--- src/design/cau_pkg.sv ---
// Shared types and constants for the complex arithmetic unit.
// No dependencies; every module of the unit imports this package.
package cau_pkg;

   localparam int DATA_WIDTH      = 16;
   localparam int FRAC_BITS_DEF   = 8;
   localparam int QUEUE_DEPTH_DEF = 4;

   typedef enum logic [1:0] {
      OP_ADD = 2'd0,
      OP_SUB = 2'd1,
      OP_MUL = 2'd2,
      OP_DIV = 2'd3
   } op_type;

   typedef struct packed {
      logic [1:0]                   op;
      logic signed [DATA_WIDTH-1:0] a_real;
      logic signed [DATA_WIDTH-1:0] a_imag;
      logic signed [DATA_WIDTH-1:0] b_real;
      logic signed [DATA_WIDTH-1:0] b_imag;
   } req_type;

   typedef struct packed {
      logic signed [DATA_WIDTH-1:0] result_real;
      logic signed [DATA_WIDTH-1:0] result_imag;
      logic                         saturated;
      logic                         divide_by_zero;
   } rsp_type;

   // Classified word handed from the front end to the back end.
   typedef struct packed {
      op_type                       op;
      logic                         dbz;
      logic signed [DATA_WIDTH-1:0] a_real;
      logic signed [DATA_WIDTH-1:0] a_imag;
      logic signed [DATA_WIDTH-1:0] b_real;
      logic signed [DATA_WIDTH-1:0] b_imag;
   } cls_type;

endpackage

--- src/design/cau_queue.sv ---
// Short queue of classified words between front and back end.
// Depends on cau_pkg.
module cau_queue
   import cau_pkg::*;
#(
   parameter int DEPTH = QUEUE_DEPTH_DEF
)(
   input  logic    clock,
   input  logic    reset,
   input  logic    push_valid,
   output logic    push_ready,
   input  cls_type push_data,
   output logic    pop_valid,
   input  logic    pop_ready,
   output cls_type pop_data
);

   localparam int PTR_W = (DEPTH > 1) ? $clog2(DEPTH) : 1;
   localparam int CNT_W = $clog2(DEPTH + 1);

   cls_type            mem_ff [DEPTH];
   logic [PTR_W-1:0]   wr_ptr_ff, wr_ptr_in, rd_ptr_ff, rd_ptr_in;
   logic [CNT_W-1:0]   cnt_ff, cnt_in;
   logic               push, pop;

   assign push_ready = (cnt_ff != CNT_W'(DEPTH));
   assign pop_valid  = (cnt_ff != '0);
   assign pop_data   = mem_ff[rd_ptr_ff];
   assign push       = push_valid && push_ready;
   assign pop        = pop_valid && pop_ready;

   always_comb begin
      wr_ptr_in = wr_ptr_ff;
      rd_ptr_in = rd_ptr_ff;
      cnt_in    = cnt_ff;
      if (push) begin
         wr_ptr_in = (wr_ptr_ff == PTR_W'(DEPTH - 1)) ? '0 : wr_ptr_ff + 1'b1;
      end
      if (pop) begin
         rd_ptr_in = (rd_ptr_ff == PTR_W'(DEPTH - 1)) ? '0 : rd_ptr_ff + 1'b1;
      end
      if (push && !pop) begin
         cnt_in = cnt_ff + 1'b1;
      end else if (pop && !push) begin
         cnt_in = cnt_ff - 1'b1;
      end
   end

   always_ff @(posedge clock) begin
      if (reset) begin
         wr_ptr_ff <= '0;
         rd_ptr_ff <= '0;
         cnt_ff    <= '0;
      end else begin
         wr_ptr_ff <= wr_ptr_in;
         rd_ptr_ff <= rd_ptr_in;
         cnt_ff    <= cnt_in;
      end
   end

   always_ff @(posedge clock) begin
      if (push) begin
         mem_ff[wr_ptr_ff] <= push_data;
      end
   end

endmodule

--- config.mk ---
export PLATFORM = sky130hd
export DESIGN_NAME = cau_queue
export DESIGN_NICKNAME = d
export VERILOG_FILES = /design/src/design/cau_pkg.sv /design/src/design/cau_queue.sv
export SDC_FILE = /design/constraint.sdc
export NUM_CORES = 1
export LEC_CHECK = 0
export ABC_AREA = 1
export BUFFER_PORTS_ARGS = -buffer_cell sky130_fd_sc_hd__buf_2
export CAP_MARGIN = 20
export CORE_ASPECT_RATIO = 0.75
export CORE_MARGIN = 5
export CORE_UTILIZATION = 40
export CTS_CLUSTER_DIAMETER = 200
export DETAILED_ROUTE_END_ITERATION = 12
export GPL_TIMING_DRIVEN = 0
export SYNTH_ARGS = -nofsm -noshare
export SYNTH_HDL_FRONTEND = slang
export SYNTH_SLANG_ARGS = --single-unit
--- constraint.sdc ---
create_clock -name clock -period 3.9 [get_ports clock]
set_clock_uncertainty 0.2 [all_clocks]
set_input_delay 0.585 -clock clock [delete_from_list [all_inputs] [get_ports clock]]
set_output_delay 0.585 -clock clock [all_outputs]
set_load 0.05 [all_outputs]
Yosys cells after proc, flatten, opt, wreduce, memory -nomap -nowiden
Memories as Yosys holds them, arrays and structs flattened. A register that Yosys moved wholly into a read port is not among the register bits.
Cells that the tools add are included.
W data, S select, Z words.
Cells by class
  add/subtract/negate cells: 4
  multiply operators: 0
  div/mod/pow operators: 0
  order comparisons: 0
  equality and inequality tests: 3
  shift-type cells: 0
  mux-type cells: 8
  bitwise logic cells: 0
  reduce and logical (&&, ||, !) cells: 8
Operators by type and width (count)
  $mux W2: 4
  $mux W3: 2
  $add A2 B1 Y2 const B: 2
  $eq A2 B2 Y1 const B: 2
  $logic_and A1 B1 Y1: 4
  $add A3 B1 Y3 const B: 1
  $ne A3 B3 Y1 const B: 1
  $reduce_bool A3 Y1: 1
  $sub A3 B1 Y3 const B: 1
  $logic_not A1 Y1: 2
  $mux W1: 2
  $reduce_bool A2 Y1: 1
Word-level totals
  register bits after elaboration: 7
  bits in latches: 0
  memory bits (writable): 268
  bits in read-only memories: 0
  input port bits: 71
  output and inout bits: 69
  logic and storage cells: 27
  memories kept: 1
Memories
  mem_ff: words 4, width 67, read ports 1, clocked after Yosys merged registers in 1, write ports 1, line cau_queue.sv:21  | cls_type mem_ff [DEPTH];

Longest topological paths before layout
  depth after elaboration: 6
  gate-level depth with buffers: 13
  gate-level depth less buffers: 13

Worst setup path before layout
OpenSTA, ideal clock, no wires.
  kind: reg2reg
  start point: register cnt_ff[0]
  end point: memory mem_ff[0][0] (netlist name), enable pin
  library setup time: 493 ps
  data arrival time: 3921 ps
  required time: 3207 ps
  path slack: -713 ps
  cell stages (with the launch flop): 5
  path buffers: 0
  period minus slack after synthesis: 4613 ps
  cells stage by stage: dfxtp_1 > nor2_1 > nand2_1 > nand2_1 > nor2_1
Between the ends
  longest elaborated chain between the ends: 4
RTL lines
  start, declared: line cau_queue.sv:23  | logic [CNT_W-1:0] cnt_ff, cnt_in;
  start signal, assigned: line cau_queue.sv:57  | cnt_ff <= cnt_in;
  $ne A3 B3 Y1: line cau_queue.sv:26  | assign push_ready = (cnt_ff != CNT_W'(DEPTH));
  via push_ready: line cau_queue.sv:11  | output logic push_ready,
  $logic_and A1 B1 Y1: line cau_queue.sv:29  | assign push = push_valid && push_ready;
  $mux W1: line cau_queue.sv:62  | if (push) begin
  $mux W1 (implied by the code): line cau_queue.sv:63  | mem_ff[wr_ptr_ff] <= push_data;
  end, declared: line cau_queue.sv:21
The timed path passes the listed nets, and every way through them passes these cells.

==> out/results.ini <==
[placed_design]
gp_congestion=0.720
place_ws_ns=1.29
placed_cell_area_sq_um=11800
place_hpwl_mm=15.4
numPlacedInstances=1210
port_buffers=139

[logic_synthesis]
synth-async-reset-ratio_pct=0
yosysUniqueCellTypes=23
yosysWarningCount=0
synth_nets=795
synth-edff-count=268
yosysSeqAreaShare_pct=78.9
netlist_area_sq_um=10400
syn-instance-count=717
yosys_register_bits=277
avgSynthCellArea_sq_um=14.6
synth_flop_cell=edfxtp_1

[floorplan]
dieArea_sq_um=29400
num_rows=51
coreArea_sq_um=25800
start_util_pct=40.4
io_pins=140
die_h_um=150
dieWidth_um=196

[cells_and_area]
drive_gt1_share_pct=24.9
fin_nets=975
stdcell_area_sq_um=12700
syn2layout_area_growth_pct=21.9
fin_cells=1262
fin_util_pct=49.2

[drt]
drc=0
drtIter0Drc=331
wire_per_inst_um=19.1
wirelength_mm=24.1
drt-vias-per-instance=5.01
vias=6322
ant_nets=0
drt_first_pass_iters=5

[cts]
insertion_delay_ns=0.53
cts_max_level=1
cts_buffers=28
cts_resized=0
post-cts-setup-buffers=0
cts_num_sinks=277
clk_path_buf_depth=3
cts_root_buffer=clkbuf_16
clkTransAtPathRegs_ns=0.06
cts_tree=done

[sta]
max_freq_mhz=332
rsz0062_at_grt=false
finalSetupViolations=0
tightest_slew_ns=0.869
holdWs_ns=0.0685
hold_viol_final=0
fin_crit_sh_pct=77.2
max_slew_margin_pct=42.0
worst_slack_ns=0.891
slew_violations=0
fin_crit_ns=3.01

[worst_setup_path]
critPathKind=reg2out
cp_data_required_time_ns=3.12
startpoint_type=register
ff2ff_setup_slack_ns=1.39
cp-end-kind=primary output
cp_data_arrival_time_ns=2.22
reg2reg_from=cnt_ff[0]$_SDFFE_PP0P_
crit_path_end=pop_data[37]
worstReg2RegEnd=mem_ff[2][29]$_DFFE_PP_
rr_worst_depth=5
crit_fanout=10

[global_route]
grt_pass1_wl_mm=36.4
grt_usage_pct=16.0
grt_max_degree=30
grt_pass1_vias=6243
grt_antenna_before_repair=3
grt_overflow=0

[hold_path]
hp-class=in2reg

[status]
outcome=completed

[power]
irDropWorstVdd_uv=602
power.leakage_uw=0.00452
p_per_area_nw_per_um2=796

[job]
maxCapViolCount=0

==> worst max-delay path, stage by stage, from the launching register on <==
cell and delay, ns:
dfxtp_1 0.31, buf_6 0.16, inv_6 0.12, clkbuf_1 0.40
o21ai_0 0.14, o22ai_1 0.25, buf_2 0.32
==> registers in the layout, summed over array words and instances (netlist names), named ones only <==
signal,count
mem_ff,268
cnt_ff,3
rd_ptr_ff,2
wr_ptr_ff,2
==> through the flow <==
| stage | total power, uW | setup TNS, ns |
|---|---|---|
| 2_1_floorplan | 6560 | -191.21 |
| 3_3_place_gp | 7660 | -739.20 |
| 3_5_place_dp | 7730 | 0 |
| 4_1_cts | 10300 | 0 |
| 5_1_grt | 10600 | 0 |
| 6_report | 10100 | 0 |
==> worst min path at each step <==
stage | startpoint | end | slack, ns | cells past startpoint
after CTS | push_data[12] | mem_ff[3][12]$_DFFE_PP_ | 0.03 | 1
after global placement | cnt_ff[1]$_SDFFE_PP0P_ | cnt_ff[1]$_SDFFE_PP0P_ | 0.32 | 2
final | push_data[49] | mem_ff[2][49]$_DFFE_PP_ | 0.07 | 1
after global routing | push_data[14] | mem_ff[1][14]$_DFFE_PP_ | 0.04 | 1
after floorplan | rd_ptr_ff[1]$_SDFFE_PP0P_ | register | 0.28 | 2
after detailed placement | rd_ptr_ff[1]$_SDFFE_PP0P_ | rd_ptr_ff[1]$_SDFFE_PP0P_ | 0.32 | 2
==> synth_stat cells (6+ instances only) <==
cell        n  share of area (%)
buf_2      14               0.67
buf_6      10                1.1
clkbuf_1    8               0.29
clkbuf_2    7               0.34
dfxtp_1     9                1.7
edfxtp_1  268                 77
ha_1        6               0.72
inv_1      14               0.50
nand2_1    14               0.50
nor2_1    151                5.4
o21ai_0   132                6.3
o22ai_1    67                4.0
==> area by class of cell <==
class	instances	area (sq um)
Antenna cell	1	2.50
Clock inverter	16	121
Fill cell	2277	13100
Inverter	16	65.1
Multi-Input combinational cell	381	1880
Sequential cell	277	8230
Clock buffer	34	744
Tap cell	344	430
Buffer	43	285
Timing Repair Buffer	150	951
==> layer usage <==
metal | track usage [%] | vias up | wire [um]
met1 | 22.5 | 3047 | 10700
met2 | 25.6 | 176 | 11100
met5 | 0 | - | 46
li1 | - | 3050 | -
met4 | 4.08 | 6 | 627
met3 | 3.62 | 43 | 1700
==> placed cells by master, fill, tap and decap left out, types with 6 or more instances in the layout <==
| cell type | instances |
|---|---|
| buf_16 | 6 |
| buf_2 | 153 |
| buf_6 | 10 |
| clkbuf_1 | 13 |
| clkbuf_16 | 29 |
| clkbuf_2 | 7 |
| clkinv_1 | 7 |
| clkinv_2 | 7 |
| dfxtp_1 | 9 |
| edfxtp_1 | 268 |
| ha_1 | 6 |
| inv_1 | 14 |
| nand2_1 | 14 |
| nor2_1 | 147 |
| o21ai_0 | 132 |
| o22ai_1 | 67 |
==> cell families (layout without fill, tap and decap cells) <==
kind of cell	count (synthesis)	after routing	share of synthesized area (%)
DFF	277	277	78.9
AOI/OAI and AO/OA	204	204	10.6
and+or+nand+nor	169	169	6.19
buffers and inverters	59	259	3.36
adders and majority gates	7	7	0.911
xor gates and xnor gates	1	1	0.0840
other	0	1	0
==> report_power, final <==
part | switching (uW) | total, uW | internal, uW
Combinational | 2980 | 3900 | 918
Clock | 1040 | 2520 | 1480
Sequential | 83.7 | 3710 | 3620
Total | 4100 | 10100 | 6020
==> repair_timing <==
item | in CTS | in global routing
endpoints found under the hold margin | 1 | 0
hold buffers | 1 | 0
endpoints found under the setup margin | 0 | 0
(Power assumes the default switching activity.)
