$ cat config.mk
export PLATFORM = sky130hd
export DESIGN_NAME = cau_front
export DESIGN_NICKNAME = d
export VERILOG_FILES = /design/src/design/cau_pkg.sv /design/src/design/cau_front.sv
export SDC_FILE = /design/constraint.sdc
export NUM_CORES = 1
export LEC_CHECK = 0
export BUFFER_PORTS_ARGS = -buffer_cell sky130_fd_sc_hd__buf_2
export CORE_AREA = 2 2 53 55
export DETAILED_ROUTE_END_ITERATION = 7
export DIE_AREA = 0 0 55 57
export PLACE_DENSITY = 0.83
export REMOVE_ABC_BUFFERS = 1
export SLEW_MARGIN = 20
export SYNTH_ARGS = -nofsm -noshare
export SYNTH_HDL_FRONTEND = slang
export SYNTH_SLANG_ARGS = --single-unit
$ cat constraint.sdc
create_clock -name vclk -period 1.1
set_clock_uncertainty 0.2 [all_clocks]
set_input_delay 0 -clock vclk [all_inputs]
set_output_delay 0 -clock vclk [all_outputs]
set_load 0.1 [all_outputs]
$ cat src/design/cau_pkg.sv
// Shared types and constants for the complex arithmetic unit.
// No dependencies; every module of the unit imports this package.
package cau_pkg;

   localparam int DATA_WIDTH      = 16;
   localparam int FRAC_BITS_DEF   = 8;
   localparam int QUEUE_DEPTH_DEF = 4;

   typedef enum logic [1:0] {
      OP_ADD = 2'd0,
      OP_SUB = 2'd1,
      OP_MUL = 2'd2,
      OP_DIV = 2'd3
   } op_type;

   typedef struct packed {
      logic [1:0]                   op;
      logic signed [DATA_WIDTH-1:0] a_real;
      logic signed [DATA_WIDTH-1:0] a_imag;
      logic signed [DATA_WIDTH-1:0] b_real;
      logic signed [DATA_WIDTH-1:0] b_imag;
   } req_type;

   typedef struct packed {
      logic signed [DATA_WIDTH-1:0] result_real;
      logic signed [DATA_WIDTH-1:0] result_imag;
      logic                         saturated;
      logic                         divide_by_zero;
   } rsp_type;

   // Classified word handed from the front end to the back end.
   typedef struct packed {
      op_type                       op;
      logic                         dbz;
      logic signed [DATA_WIDTH-1:0] a_real;
      logic signed [DATA_WIDTH-1:0] a_imag;
      logic signed [DATA_WIDTH-1:0] b_real;
      logic signed [DATA_WIDTH-1:0] b_imag;
   } cls_type;

endpackage

$ cat src/design/cau_front.sv
// Front end: decodes the op of each request word and flags a zero divisor.
// Depends on cau_pkg.
module cau_front
   import cau_pkg::*;
(
   input  logic    req_valid,
   output logic    req_ready,
   input  req_type req_data,
   output logic    push_valid,
   input  logic    push_ready,
   output cls_type push_data
);

   logic b_zero;

   assign b_zero = (req_data.b_real == '0) && (req_data.b_imag == '0);

   always_comb begin
      push_data.op     = op_type'(req_data.op);
      push_data.dbz    = (op_type'(req_data.op) == OP_DIV) && b_zero;
      push_data.a_real = req_data.a_real;
      push_data.a_imag = req_data.a_imag;
      push_data.b_real = req_data.b_real;
      push_data.b_imag = req_data.b_imag;
   end

   assign push_valid = req_valid;
   assign req_ready  = push_ready;

endmodule

# After elaboration in Yosys (flattened, before gate mapping)
# Index checks and enable logic that the tools add are counted.
# Widths: inputs -> output; s select.
[op_classes]
n_reduce_logical = 4
n_eq_ne = 1
[op_table]
columns = ["cell", "count"]
rows = [
  ["$logic_not 16->1", 2],
  ["$eq 2x2->1 const B", 1],
  ["$logic_and 1x1->1", 2],
]
[totals]
word_cells = 5
inputBits = 68
regBits = 0

# Logic depth before layout (Yosys ltp)
# Gate-level depths: netlist (run 1).
[depth]
ltp_word = 3
ltp_mapped = 3
depth_no_buf = 3

# Worst setup path before layout (run 1)
# Ideal clock, no wire load.
[synth_timing]
path_kind = "input to output"
from = "in req_data[0] in the netlist's numbering"
to = "out push_data[64] in the netlist's numbering"
arrival_time_ns = 2.109
setup_slack_ns = -1.209
stages = 3
required_ns = 0.900
path_cell_list = "nor4_1 nand3_1 nor4_2"
[synth_rtl]
columns = ["item", "line", "source"]
rows = [
  ["start: declaration", "cau_front.sv:8", "input req_type req_data,"],
  ["end: declaration", "cau_front.sv:11", "output cls_type push_data"],
]

==> out/metrics.json, run 1 <==
{
  "area.growth.synth_to_final_pct": -1.25,
  "final.period_utilization_pct": 111,
  "critical_path_buf_inv_count": 2,
  "largest_net_degree_at_the_start_of_global_routing": 3,
  "timing.hold.worst.class": "in2out",
  "wire_length_of_the_first_global_routing_pass_mm": 3.15,
  "timing.critical_path.to_type": "output pin",
  "viasPerCell": 4.20,
  "drive_gt1_share_pct": 92.0,
  "setup-tns-final_ns": -0.118,
  "timing_worst_setup_path_type": "in2out",
  "crit_path_top_delay_cell": "nor4_4",
  "outcome": "finished with violations",
  "post_synth.cell_area_avg_um2": 7.31,
  "critical_path.startpoint_type": "input pin",
  "report.power.total_uw": 664,
  "dpl_worst_slack_ns": -0.240,
  "detailed_place_hpwl_mm": 2.36,
  "overall_routed_net_length_mm": 2.64,
  "drv_cap": 0,
  "hold_path_startpoint": "req_data[33]",
  "yosysWarningCount": 0,
  "final-instance-count-excl-fill": 118,
  "gp_congestion": 0.757,
  "power_density_mw_per_mm2": 1120,
  "max_freq_mhz": 821,
  "floorplan_die_width_um": 55,
  "detailroute.via_count": 496,
  "worst_path_dominant_cell_family": "simple AND/OR/NAND/NOR gates",
  "io_buffer_count": 69,
  "detailed_route_iter0_violations": 7,
  "grt_setup_unrepaired": "true",
  "antenna_cells_inserted": 0,
  "critPathMaxStageDelay_ns": 0.34,
  "postRouteAntennaNets": 0,
  "hold_ws_ns": -0.199,
  "hold_violations_final": 34,
  "vdd_ir_drop_max_v": 0.000485,
  "violated_checks": "hold timing, setup timing",
  "drt_pre_antenna_iters": 4,
  "req_time_crit_path_ns": 0.90,
  "post-synth-top-area-fraction_pct": 85.2,
  "number_of_setup_buffers_added_after_cts": 0,
  "critical_path_peak_fanout": 2,
  "mostFrequentLayoutCell": "buf_2",
  "min_period_ns": 1.22,
  "worst_slew_pin_slew_ns": 0.496,
  "setup_viol": 1,
  "grt.overflow.total": 0,
  "route.detailed.drc": 0,
  "post_synthesis_sequential_area_ratio_pct": 0,
  "register_area_um2": 0,
  "clockBufferCount": 0,
  "setup.worst_path.start": "req_data[30]",
  "timing.critical_path.arrival_ns": 1.02,
  "placedCellCount": 118,
  "core_region_area_mm2": 0.00262,
  "floorplan.io_pins": 137,
  "synth_area_leader_cell": "buf_4",
  "die_area_mm2": 0.00314,
  "antenna_found_initial": 0,
  "grt_pass1_vias": 501,
  "final_util_pct": 22.6,
  "syn_inst": 82,
  "ys_types": 7,
  "die-height_um": 57,
  "floorplan.initialDensity_pct": 22.9,
  "timing.hold.worst_endpoint": "push_data[33]",
  "worstPathCellList": "buf_6 -> nor4_2 -> nand2_1 -> nor4_4 -> buf_12",
  "seq_cells": 0,
  "layout_common_cells": "64 x buf_2, 5 x nor4_2, 4 x buf_6, 4 x buf_4",
  "power.static_leakage_uw": 0.000332,
  "netlist_top_cells_area": "buf_4 85%, nor4_1 6.3%, nor4_2 4.2%",
  "timing_max_transition_violations_final": 0,
  "timing.hold.worst_path_depth": 0,
  "avgRoutedWirePerCell_um": 22.4,
  "track_usage_pct": 14.8,
  "finalNetCount": 157,
  "num_rows": 19,
  "fin_ws_ns": -0.118,
  "synthesis.area_um2": 599,
  "normalized_max_slew_margin_pct": 67.2
}
-- metrics by stage --
stage,hold WS (ns),area [um^2]
2_1_floorplan,-0.200,88.8
3_3_place_gp,-0.198,518
3_5_place_dp,-0.198,518
4_1_cts,-0.198,577
5_1_grt,-0.199,592
6_report,-0.199,592
-- Yosys cell counts, drive strengths merged --
| master | n |
|---|---|
| buf | 68 |
| nand2 | 2 |
| nor2 | 2 |
| nor4 | 8 |
| nand3 | 1 |
| nand4 | 1 |
-- final cells by class --
class | count | area (um^2)
fillers | 292 | 2020
multi-input cells | 14 | 138
well taps | 31 | 38.8
repair buffers | 73 | 415
-- power by group --
part	total [uW]	internal (uW)	switching, uW
clock network	0	0	0
registers	0	0	0
logic	664	111	553
total	664	111	553
-- how the worst max path moves through the flow --
stage	slack [ns]	depth (start not counted)	to
final	-0.12	5	push_data[64]
after global routing	-0.20	5	push_data[64]
after CTS	-0.12	5	push_data[64]
after detailed placement	-0.24	5	push_data[64]
after global placement	-0.23	5	push_data[64]
after floorplan	-1.21	3	push_data[64]
-- metal layers --
layer	track usage, %	part of all wire, %
met3	18.1	29
met5	1.85	0
met4	0	0
met2	15.5	35
met1	20.2	36
-- what timing repair did --
item / in CTS / in global routing
resized for setup: 9 / 2
pin swaps: 8 / 1
endpoints found under the setup margin: 1 / 1
hold endpoints to repair: 34 / 34
-- kinds of logic after synthesis --
group	count (synthesis)	share of synthesized area [%]
buffers and inverters	68	85.2
and+or+nand+nor	14	14.8
(Power assumes the default switching activity.)
==> inputs of run 2 (changes only) <==
Settings changed: RECOVER_POWER set to 100.
==> run 2 against run 1 <==
Final cell count is the same. First-iteration DRC count unchanged. Largest power group unchanged. Flip-flop and latch count is the same. Hold slack did not move. The run still ends with hold timing, setup timing left.
==> out/metrics.json, run 2 (synthesized netlist as in run 1, its figures left out) <==
{
  "clockBufferCount": {"value": 0, "change": "unchanged"},
  "grt.overflow.total": {"value": 0, "change": "unchanged"},
  "cp.depth": {"value": 5, "change": "unchanged"},
  "layout_common_cells": {"value": "61 x buf_2, 5 x nor4_2, 4 x buf_6, 4 x buf_4, 3 x clkbuf_2", "change": "was 64 x buf_2, 5 x nor4_2, 4 x buf_6, 4 x buf_4"},
  "mostFrequentLayoutCell": {"value": "buf_2", "change": "unchanged"},
  "detailed_place_hpwl": {"value": 2.36, "unit": "mm", "change": "unchanged"},
  "cp-endpoint": {"value": "push_data[64]", "change": "unchanged"},
  "power_density": {"value": 1120, "unit": "mW/mm^2", "change": "about the same"},
  "die-height": {"value": 57, "unit": "um", "change": "unchanged"},
  "die_area": {"value": 0.00314, "unit": "mm^2", "change": "unchanged"},
  "drv_cap": {"value": 0, "change": "unchanged"},
  "max_freq": {"value": 821, "unit": "MHz", "change": "unchanged"},
  "outcome": {"value": "finished with violations", "change": "unchanged"},
  "number_of_setup_buffers_added_after_cts": {"value": 0, "change": "unchanged"},
  "violated_checks": {"value": "hold timing, setup timing", "change": "unchanged"},
  "fin_ws": {"value": -0.118, "unit": "ns", "change": "unchanged"},
  "register_area": {"value": 0, "unit": "um^2", "change": "unchanged"},
  "drive_gt1_share": {"value": 92.0, "unit": "%", "change": "unchanged"},
  "critical_path_peak_fanout": {"value": 2, "change": "unchanged"},
  "timing.critical_path.arrival": {"value": 1.02, "unit": "ns", "change": "about the same"},
  "normalized_max_slew_margin": {"value": 64.1, "unit": "%", "change": "was 67.2%"},
  "dpl_worst_slack": {"value": -0.240, "unit": "ns", "change": "unchanged"},
  "power.static_leakage": {"value": 0.000333, "unit": "uW", "change": "was 0.000332 uW"},
  "hold_ws": {"value": -0.199, "unit": "ns", "change": "unchanged"},
  "timing_max_transition_violations_final": {"value": 0, "change": "unchanged"},
  "critical_path_buf_inv_count": {"value": 2, "change": "unchanged"},
  "floorplan_die_width": {"value": 55, "unit": "um", "change": "unchanged"},
  "detailed_route_iter0_violations": {"value": 7, "change": "unchanged"},
  "detailroute.via_count": {"value": 496, "change": "unchanged"},
  "gp_congestion": {"value": 0.757, "change": "unchanged"},
  "worstPathCellList": {"value": "buf_6 -> nor4_2 -> nand2_1 -> nor4_4 -> buf_12", "change": "unchanged"},
  "route.detailed.drc": {"value": 0, "change": "unchanged"},
  "antenna_cells_inserted": {"value": 0, "change": "unchanged"},
  "req_time_crit_path": {"value": 0.90, "unit": "ns", "change": "about the same"},
  "critical_path.startpoint_type": {"value": "input pin", "change": "unchanged"},
  "grt_pass1_vias": {"value": 501, "change": "unchanged"},
  "wire_length_of_the_first_global_routing_pass": {"value": 3.15, "unit": "mm", "change": "unchanged"},
  "timing.critical_path.to_type": {"value": "output pin", "change": "unchanged"},
  "crit_path_top_delay_cell": {"value": "nor4_4", "change": "unchanged"},
  "timing.hold.worst.class": {"value": "in2out", "change": "unchanged"},
  "finalNetCount": {"value": 157, "change": "unchanged"},
  "largest_net_degree_at_the_start_of_global_routing": {"value": 3, "change": "unchanged"},
  "grt_setup_unrepaired": {"value": "true", "change": "unchanged"},
  "io_buffer_count": {"value": 69, "change": "unchanged"},
  "viasPerCell": {"value": 4.20, "change": "unchanged"},
  "floorplan.initialDensity": {"value": 22.9, "unit": "%", "change": "unchanged"},
  "setup.worst_path.start": {"value": "req_data[30]", "change": "unchanged"},
  "antenna_found_initial": {"value": 0, "change": "unchanged"},
  "avgRoutedWirePerCell": {"value": 22.4, "unit": "um", "change": "about the same"},
  "timing_worst_setup_path_type": {"value": "in2out", "change": "unchanged"},
  "num_rows": {"value": 19, "change": "unchanged"},
  "critPathMaxStageDelay": {"value": 0.34, "unit": "ns", "change": "about the same"},
  "seq_cells": {"value": 0, "change": "unchanged"},
  "worst_path_dominant_cell_family": {"value": "simple AND/OR/NAND/NOR gates", "change": "unchanged"},
  "track_usage": {"value": 14.8, "unit": "%", "change": "unchanged"},
  "vdd_ir_drop_max": {"value": 0.000485, "unit": "V", "change": "about the same"},
  "worst_slew_pin_slew": {"value": 0.540, "unit": "ns", "change": "was 0.496 ns"},
  "drt_pre_antenna_iters": {"value": 4, "change": "unchanged"},
  "setup_viol": {"value": 1, "change": "unchanged"},
  "core_region_area": {"value": 0.00262, "unit": "mm^2", "change": "unchanged"},
  "postRouteAntennaNets": {"value": 0, "change": "unchanged"},
  "final.period_utilization": {"value": 111, "unit": "%", "change": "unchanged"},
  "min_period": {"value": 1.22, "unit": "ns", "change": "unchanged"},
  "setup-tns-final": {"value": -0.118, "unit": "ns", "change": "unchanged"},
  "area.growth.synth_to_final": {"value": -1.25, "unit": "%", "change": "unchanged"},
  "hold_violations_final": {"value": 34, "change": "unchanged"},
  "overall_routed_net_length": {"value": 2.64, "unit": "mm", "change": "about the same"},
  "floorplan.io_pins": {"value": 137, "change": "unchanged"}
}
-- run 2: worst min-delay path by stage --
stage | start | endpoint | slack, ns | depth (start not counted)
final | req_data[33] | push_data[33] | -0.20 | 0
after global routing | req_data[53] | push_data[53] | -0.20 | 0
after CTS | req_data[56] | push_data[56] | -0.20 | 0
after detailed placement | req_data[56] | push_data[56] | -0.20 | 0
after global placement | req_data[56] | push_data[56] | -0.20 | 0
after floorplan | req_data[0] | push_data[0] | -0.20 | 0
-- run 2: cell type report --
cell class	instances	area, um^2
fillers	292	2020
repair buffers	73	415
multi-input cells	14	138
well taps	31	38.8
-- run 2: routing by layer --
layer  vias to the layer above  global-route usage, %  routed length [um]
met3                         0                   18.1                 760
met5                         -                   1.85                   0
met1                       206                   20.2                 946
met4                         0                      0                   0
li1                        208                      -                   -
met2                        82                   15.5                 933
-- run 2: stage by stage --
step / cell area, um^2 / utilization (%) / cells / total power [uW] / hold slack (ns)
2_1_floorplan: 88.8 / - / 14 / 7.24 / -0.200
3_3_place_gp: 518 / 19.8 / 118 / 642 / -0.198
3_5_place_dp: 518 / 19.8 / 118 / 642 / -0.198
4_1_cts: 577 / 22.1 / 118 / 659 / -0.198
5_1_grt: 592 / 22.6 / 118 / 679 / -0.199
6_report: 592 / 22.6 / 118 / 664 / -0.199
-- run 2: power by group --
part           internal (uW)  switching (uW)
Combinational            110             553
Clock                      0               0
Sequential                 0               0
Total                    110             553
-- run 2: what timing repair did --
action | CTS | global route
gates cloned | 0 | 0
gates resized for setup | 9 | 2
hold endpoints to repair | 34 | 34
endpoints found under the setup margin | 1 | 1
pin swaps | 8 | 1
